--- src/qte_pkg.sv ---
// Shared types, constants and the CORDIC angle table for the quaternion to Euler block.
`default_nettype none
package qte_pkg;

	localparam int CORDIC_ITERS_DEF    = 16;
	localparam int COMPONENT_WIDTH_DEF = 16;
	localparam int ATAN_STEPS          = 24;

	// CORDIC operand width at the atan2 input, working width after normalizing
	localparam int AW        = 36;
	localparam int CXW       = 33;
	localparam int ANG_W     = 27;
	localparam int NORM_BITS = 30;
	localparam int NORM_LAT  = 4;

	// floor square root of a Q60 radicand, one result bit per stage
	localparam int ISQ_STEPS = 31;
	localparam int RAD_W     = 61;
	localparam int ROOT_W    = 31;
	localparam int RR_W      = 63;

	localparam int Q30_ONE   = 1 << 30;
	localparam int DEG_ONE   = 65536;
	localparam int DEG90     = 90 * DEG_ONE;
	localparam int DEG180    = 180 * DEG_ONE;
	localparam int FULL_TURN = 360 * DEG_ONE;
	localparam int OUT_SHIFT = 10;

	localparam logic [1:0] POLE_NONE  = 2'd0;
	localparam logic [1:0] POLE_NORTH = 2'd1;
	localparam logic [1:0] POLE_SOUTH = 2'd2;

	typedef struct packed {
		logic signed [15:0] quat_x;
		logic signed [15:0] quat_y;
		logic signed [15:0] quat_z;
		logic signed [15:0] quat_w;
	} quat_t;

	typedef struct packed {
		logic signed [15:0] angle_x;
		logic signed [15:0] angle_y;
		logic signed [15:0] angle_z;
		logic [1:0]         pole_case;
	} euler_t;

	// atan(2^-i) in degrees, 16 fraction bits
	function automatic logic signed [ANG_W-1:0] atan_deg(input logic [4:0] idx);
		logic signed [ANG_W-1:0] v;
		case (idx)
			5'd0:    v = ANG_W'(2949120);
			5'd1:    v = ANG_W'(1740967);
			5'd2:    v = ANG_W'(919879);
			5'd3:    v = ANG_W'(466945);
			5'd4:    v = ANG_W'(234379);
			5'd5:    v = ANG_W'(117304);
			5'd6:    v = ANG_W'(58666);
			5'd7:    v = ANG_W'(29335);
			5'd8:    v = ANG_W'(14668);
			5'd9:    v = ANG_W'(7334);
			5'd10:   v = ANG_W'(3667);
			5'd11:   v = ANG_W'(1833);
			5'd12:   v = ANG_W'(917);
			5'd13:   v = ANG_W'(458);
			5'd14:   v = ANG_W'(229);
			5'd15:   v = ANG_W'(115);
			5'd16:   v = ANG_W'(57);
			5'd17:   v = ANG_W'(29);
			5'd18:   v = ANG_W'(14);
			5'd19:   v = ANG_W'(7);
			5'd20:   v = ANG_W'(4);
			5'd21:   v = ANG_W'(2);
			5'd22:   v = ANG_W'(1);
			default: v = '0;
		endcase
		return v;
	endfunction

endpackage
`default_nettype wire

--- src/qte_isqrt.sv ---
// Pipelined floor square root, one result bit per stage.
`default_nettype none
module qte_isqrt (
	input  wire logic                          clk,
	input  wire logic                          en,
	input  wire logic [qte_pkg::RAD_W-1:0]     rad,
	output logic      [qte_pkg::ROOT_W-1:0]    root
);
	localparam int STEPS  = qte_pkg::ISQ_STEPS;
	localparam int RAD_W  = qte_pkg::RAD_W;
	localparam int RR_W   = qte_pkg::RR_W;
	localparam int ROOT_W = qte_pkg::ROOT_W;

	logic [RAD_W-1:0] v_s [0:STEPS-1];
	logic [RR_W-1:0]  r_s [0:STEPS-1];

	for (genvar k = 0; k < STEPS; k++) begin : g_step
		localparam int SH = 2 * (STEPS - 1 - k);
		logic [RAD_W-1:0] v_in;
		logic [RR_W-1:0]  r_in;
		logic [RR_W-1:0]  bitv;
		logic [RR_W-1:0]  sum;

		if (k == 0) begin : g_first
			assign v_in = rad;
			assign r_in = '0;
		end else begin : g_next
			assign v_in = v_s[k-1];
			assign r_in = r_s[k-1];
		end

		assign bitv = RR_W'(1) << SH;
		assign sum  = r_in + bitv;

		always_ff @(posedge clk) begin
			if (en) begin
				if (RR_W'(v_in) >= sum) begin
					v_s[k] <= v_in - RAD_W'(sum);
					r_s[k] <= (r_in >> 1) + bitv;
				end else begin
					v_s[k] <= v_in;
					r_s[k] <= r_in >> 1;
				end
			end
		end
	end

	assign root = r_s[STEPS-1][ROOT_W-1:0];

endmodule
`default_nettype wire

--- config.mk ---
export PLATFORM = sky130hd
export DESIGN_NAME = qte_isqrt
export DESIGN_NICKNAME = d
export VERILOG_FILES = /design/src/qte_pkg.sv /design/src/qte_isqrt.sv
export SDC_FILE = /design/constraint.sdc
export NUM_CORES = 2
export LEC_CHECK = 0
export BUFFER_PORTS_ARGS = -buffer_cell sky130_fd_sc_hd__buf_2
export CAP_MARGIN = 15
export CORE_MARGIN = 1.5
export CORE_UTILIZATION = 40
export CTS_CLUSTER_DIAMETER = 150
export DETAILED_ROUTE_END_ITERATION = 16
export SLEW_MARGIN = 40
export SYNTH_ARGS = -nofsm -noshare
export SYNTH_HDL_FRONTEND = slang
export SYNTH_SLANG_ARGS = --single-unit
--- constraint.sdc ---
create_clock -name clk -period 5.78 [get_ports clk]
set_clock_uncertainty 0.05 [all_clocks]
set_input_delay 0 -clock clk [delete_from_list [all_inputs] [get_ports clk]]
set_output_delay 0 -clock clk [all_outputs]
set_load 0.1 [all_outputs]
## Word-level counts from Yosys, hierarchy flattened

Memories as Yosys holds them, arrays and structs flattened.
Index checks and enable logic that the tools add are counted.

| operators by class | value |
|---|---|
| magnitude comparators | 31 |
| $add $sub $neg | 91 |
| bitwise logic cells | 62 |
| muxes and demuxes | 248 |

Operator list:

| cell | number |
|---|---|
| 2-to-1 mux 63 bit | 31 |
| 2-to-1 mux 61 bit | 31 |
| >= comparator 61 x 63 -> 1 bit | 30 |
| subtractor 61 bit | 30 |
| 2-to-1 mux 1 bit | 186 |
| adder 62 x 1 -> 63 bit, second input constant | 1 |
| adder 62 x 11 -> 63 bit, second input constant | 1 |
| adder 62 x 13 -> 63 bit, second input constant | 1 |
| adder 62 x 15 -> 63 bit, second input constant | 1 |
| adder 62 x 17 -> 63 bit, second input constant | 1 |
| adder 62 x 19 -> 63 bit, second input constant | 1 |
| adder 62 x 21 -> 63 bit, second input constant | 1 |
| adder 62 x 23 -> 63 bit, second input constant | 1 |
| adder 62 x 25 -> 63 bit, second input constant | 1 |
| adder 62 x 27 -> 63 bit, second input constant | 1 |
| adder 62 x 29 -> 63 bit, second input constant | 1 |
| adder 62 x 3 -> 63 bit, second input constant | 1 |
| adder 62 x 31 -> 63 bit, second input constant | 1 |
| adder 62 x 33 -> 63 bit, second input constant | 1 |
| adder 62 x 35 -> 63 bit, second input constant | 1 |
| adder 62 x 37 -> 63 bit, second input constant | 1 |
| adder 62 x 39 -> 63 bit, second input constant | 1 |
| adder 62 x 41 -> 63 bit, second input constant | 1 |
| adder 62 x 43 -> 63 bit, second input constant | 1 |
| other kinds (44) | 105 |

| storage, ports and cells | value |
|---|---|
| input bits | 63 |
| memory bits (writable) | 3844 |
| memories kept | 2 |
| logic and storage cells | 434 |
| register bits after elaboration | 0 |

Memory list:

| memory | depth | bits a word | rd ports | clocked after Yosys merged registers in | wr ports | RTL line | RTL |
|---|---|---|---|---|---|---|---|
| r_s | 31 | 63 | 31 | 0 | 31 | qte_isqrt.sv:15 | `logic [RR_W-1:0] r_s [0:STEPS-1];` |
| v_s | 31 | 61 | 30 | 0 | 31 | qte_isqrt.sv:14 | `logic [RAD_W-1:0] v_s [0:STEPS-1];` |

## Depth between registers and ports, before layout

An unclocked memory read counts as a cell.

| depth | value |
|---|---|
| word-level depth | 7 |
| depth in mapped cells | 13 |
| depth with buffers taken out | 11 |

## Least setup slack after synthesis

Ideal clock, no wire load.

| timing | value |
|---|---|
| kind | input to register |
| from | input en |
| to | memory r_s[29][2], in the netlist r_s[1][821] (enable) |
| stages | 5 |
| data arrival time | 3.527 ns |
| slack | 1.721 ns |
| required time | 5.248 ns |
| buffers on the path | 5 |
| cell sequence | clkbuf_1 -> clkbuf_1 -> clkbuf_1 -> clkbuf_1 -> clkbuf_1 |

RTL lines:

| item | RTL line | RTL |
|---|---|---|
| from (decl) | qte_isqrt.sv:5 | `input wire logic en,` |
| to (decl) | qte_isqrt.sv:15 |  |

==> results.ini <==
[outcome]
status = finished clean

[yosys]
ys_async_sr_fraction_pct = 0
yosysTopAreaCell = edfxtp_1
synthCells = 9158
yosysSeqAreaShare_pct = 61.8
synth_area_mm2 = 0.113
avgSynthCellArea_um2 = 12.3
yosys_warnings = 0
synth.distinct_cells = 100
ys_seq_elements = 2326
synth_edf_count = 2326
syn_nets = 9744
synth_top_area_share_pct = 61.8
synth_area_leaders = edfxtp_1 62%, ha_1 5.8%, xnor2_1 3.1%
synthFlopType = edfxtp_1

[grt]
grt_usage_pct = 20.4
antenna_found_initial = 16
grt_max_degree = 154
grt_pass1_vias = 71300
grt_remaining_overflow = 0
grt_pass1_wl_um = 448000

[routing]
drc = 0
wl_um = 299000
drt.antenna.violating_nets = 0
drtPass1Iterations = 10
drt_iter0_drc = 7725
via_per_inst = 5.53
wl_per_cell_um = 22.3
vias = 74200

[setup_path]
crit_path_start_kind = register
worst-path-buf-inv = 1
critPathTopFamily = simple AND/OR/NAND/NOR gates
cp_common_cell = nand3_1
cp.required_ns = 6.34
slowest_delay_ns = 0.66
critical_path_arrival_ns = 4.99
rr_worst_depth = 11
slowest_stage = nor4b_4
crit_fanout = 10
critPathKind = reg -> reg
ff2ff_setup_slack_ns = 1.36
r2r_start = r_s[1][653]
crit_chain = inv_1, ha_1, or4b_2, nor3_1, nand3_1, nor4_1, or4_4, nor4_4, nor4b_4, nand3_1, xnor2_1
r2r_end = v_s[1][731]
end_kind = register

[clocking]
clkLatencyLatePin_ns = 0.89
cts_buffers = 263
cts.sinks = 2326
cts_tree = yes
cts_max_level = 5
clk_path_buf_depth = 4
clk_pin_slew_ns = 0.06
root_buffer = clkbuf_16

[cells_and_area]
final_common_cell = edfxtp_1
synthToLayoutAreaGrowth_pct = 13.3
drive_above_1_share_pct = 7.50
fillers = 25100
fin_util_pct = 45.7
final_cell_mix = 2326 x edfxtp_1, 720 x nand2_1, 660 x inv_1, 553 x o21ai_0, 523 x ha_1
nets = 10100

[hold_path]
min-delay-start = en
min_path_type = in -> reg
min_path_cells = 2
hold_path_end = v_s[0][898]

[floorplanning]
die_y_um = 534
ios = 94
dieArea_mm2 = 0.286
start_util_pct = 40.3
core-area_mm2 = 0.280
fp-row-count = 194
die_w_um = 534

[pwr]
netSwitchingPower_uw = 15600
p_int_uw = 35300
combPwrFrac_pct = 21.6
power_leakage_uw = 0.0471
irDropWorstVdd_mv = 0.297
cellPowerDensity_mw_per_mm2 = 398
sequentialPowerShare_pct = 46.1
swShare_pct = 30.7
p_clk_share_pct = 32.3

[placed_design]
gp_congestion = 0.935
io_buffers = 93
dpl.hpwl_um = 225000

[flow_run]
maxCapViolations = 0

[sta]
period_minus_slack_ns = 4.42
finalCritPeriodShare_pct = 76.5
setup_viol = 0
worst_pin_slew_ns = 0.949
rsz0062_at_grt = false
drv_slew = 0
finalHoldViolations = 0
maxSlewHeadroom_pct = 36.3
fmax_mhz = 226
tns_ns = 0

==> how the worst max path moves through the flow <==
stage | from | to | cells past startpoint
floorplan | en | r_s[1][821] | 5
global placement | v_s[1][588] | v_s[1][640] | 8
detailed placement | v_s[1][588] | v_s[1][665] | 8
CTS | v_s[1][588] | v_s[1][665] | 8
global route | v_s[1][586] | v_s[1][665] | 8
finish | r_s[1][653] | v_s[1][731] | 11
==> worst register-to-register path: cells and delay by family, from the launching register on <==
| family | cells | cell delay, ns |
|---|---|---|
| adder cells (fa/ha/maj) | 1 | 0.50 |
| AND/OR/NAND/NOR | 8 | 2.92 |
| XOR/XNOR | 1 | 0.16 |
| flip-flops | 1 | 0.47 |
| buffers and inverters | 1 | 0.07 |
==> what timing repair did <==
item,in CTS,in global routing
setup endpoints to repair,0,0
resized for setup,0,0
hold buffers,123,0
endpoints found under the hold margin,327,0
setup buffers,0,0
==> synthesized netlist by cell type, types with 12 or more instances <==
cell / number
nand3b_1: 31
o21bai_1: 60
mux2i_1: 18
or4_1: 70
and4_1: 17
nand4b_1: 23
a21o_1: 212
nand2b_1: 109
xnor2_1: 406
mux2_2: 36
ha_1: 523
a21oi_1: 422
o31a_1: 15
o211ai_1: 35
and4b_1: 12
o31ai_1: 35
o21ai_0: 555
a31oi_1: 40
nand2_1: 721
xor2_1: 397
nand3_1: 173
nor3_1: 279
a21boi_0: 23
a31o_2: 12
or2_2: 41
inv_1: 660
a41oi_1: 14
o21a_1: 77
nor2b_1: 66
buf_2: 13
a211oi_1: 58
a221oi_1: 15
nand4_1: 170
and2_1: 40
nor4b_1: 58
nor2_1: 487
or3_1: 94
nor4_1: 355
nor3b_1: 15
clkbuf_1: 196
edfxtp_1: 2326
and3_1: 57
==> logic make-up (layout without fill, tap and decap cells) <==
group	Yosys count	after routing	share of synthesized area (%)
AND/OR/NAND/NOR	2864	2864	13.2
flip-flops	2326	2326	61.8
multiplexers	54	54	0.518
AO/OA/AOI/OAI	1704	1704	9.40
adder cells (fa/ha/maj)	523	523	5.79
XOR/XNOR	803	803	6.23
other	0	3	0
buffers and inverters	884	1422	2.99
==> per-layer routing <==
layer,GRT usage [%],up-vias,share of wire [%]
met4,5.43,8,2.5
met1,29.6,36400,46
met2,31.8,2354,45
met3,3.35,404,6.8
met5,0,-,0.016
li1,-,35000,-
==> per-stage QoR <==
stage / hold WS [ns] / setup WS [ns] / instances / total power, µW / instance area, µm²
floorplan: 0.0489 / 1.72 / 9158 / 30700 / 113000
global placement: 0.128 / 1.27 / 12800 / 34400 / 118000
detailed placement: 0.128 / 1.34 / 12800 / 34500 / 118000
CTS: 0.146 / 1.35 / 13400 / 51100 / 128000
global route: 0.182 / 1.08 / 13400 / 53300 / 128000
finish: 0.178 / 1.36 / 13400 / 50900 / 128000
==> state kept, by name, summed over array words and instances, names as in the netlist <==
signal	flops
r_s	496
v_s	1830
==> power by group through the flow <==
stage               Sequential, µW  Clock (µW)  Combinational [µW]
floorplan                    22800           0                7870
global placement             23800           0               10600
detailed placement           23700           0               10700
CTS                          23400       16800               10900
global route                 23700       17400               12200
finish                       23500       16500               11000
==> cell type report <==
type | count | area (µm²) | area share (%)
repair buffers | 303 | 2570 | 2.01
flip-flops and latches | 2326 | 69800 | 54.6
clock buffers | 304 | 6840 | 5.35
diodes | 3 | 7.51 | 0.00587
multi-input cells | 5948 | 40000 | 31.2
inverters | 660 | 2480 | 1.94
clock inverters | 155 | 1620 | 1.26
well taps | 3724 | 4660 | 3.64
No activity file was read; power rests on OpenSTA's default activity.
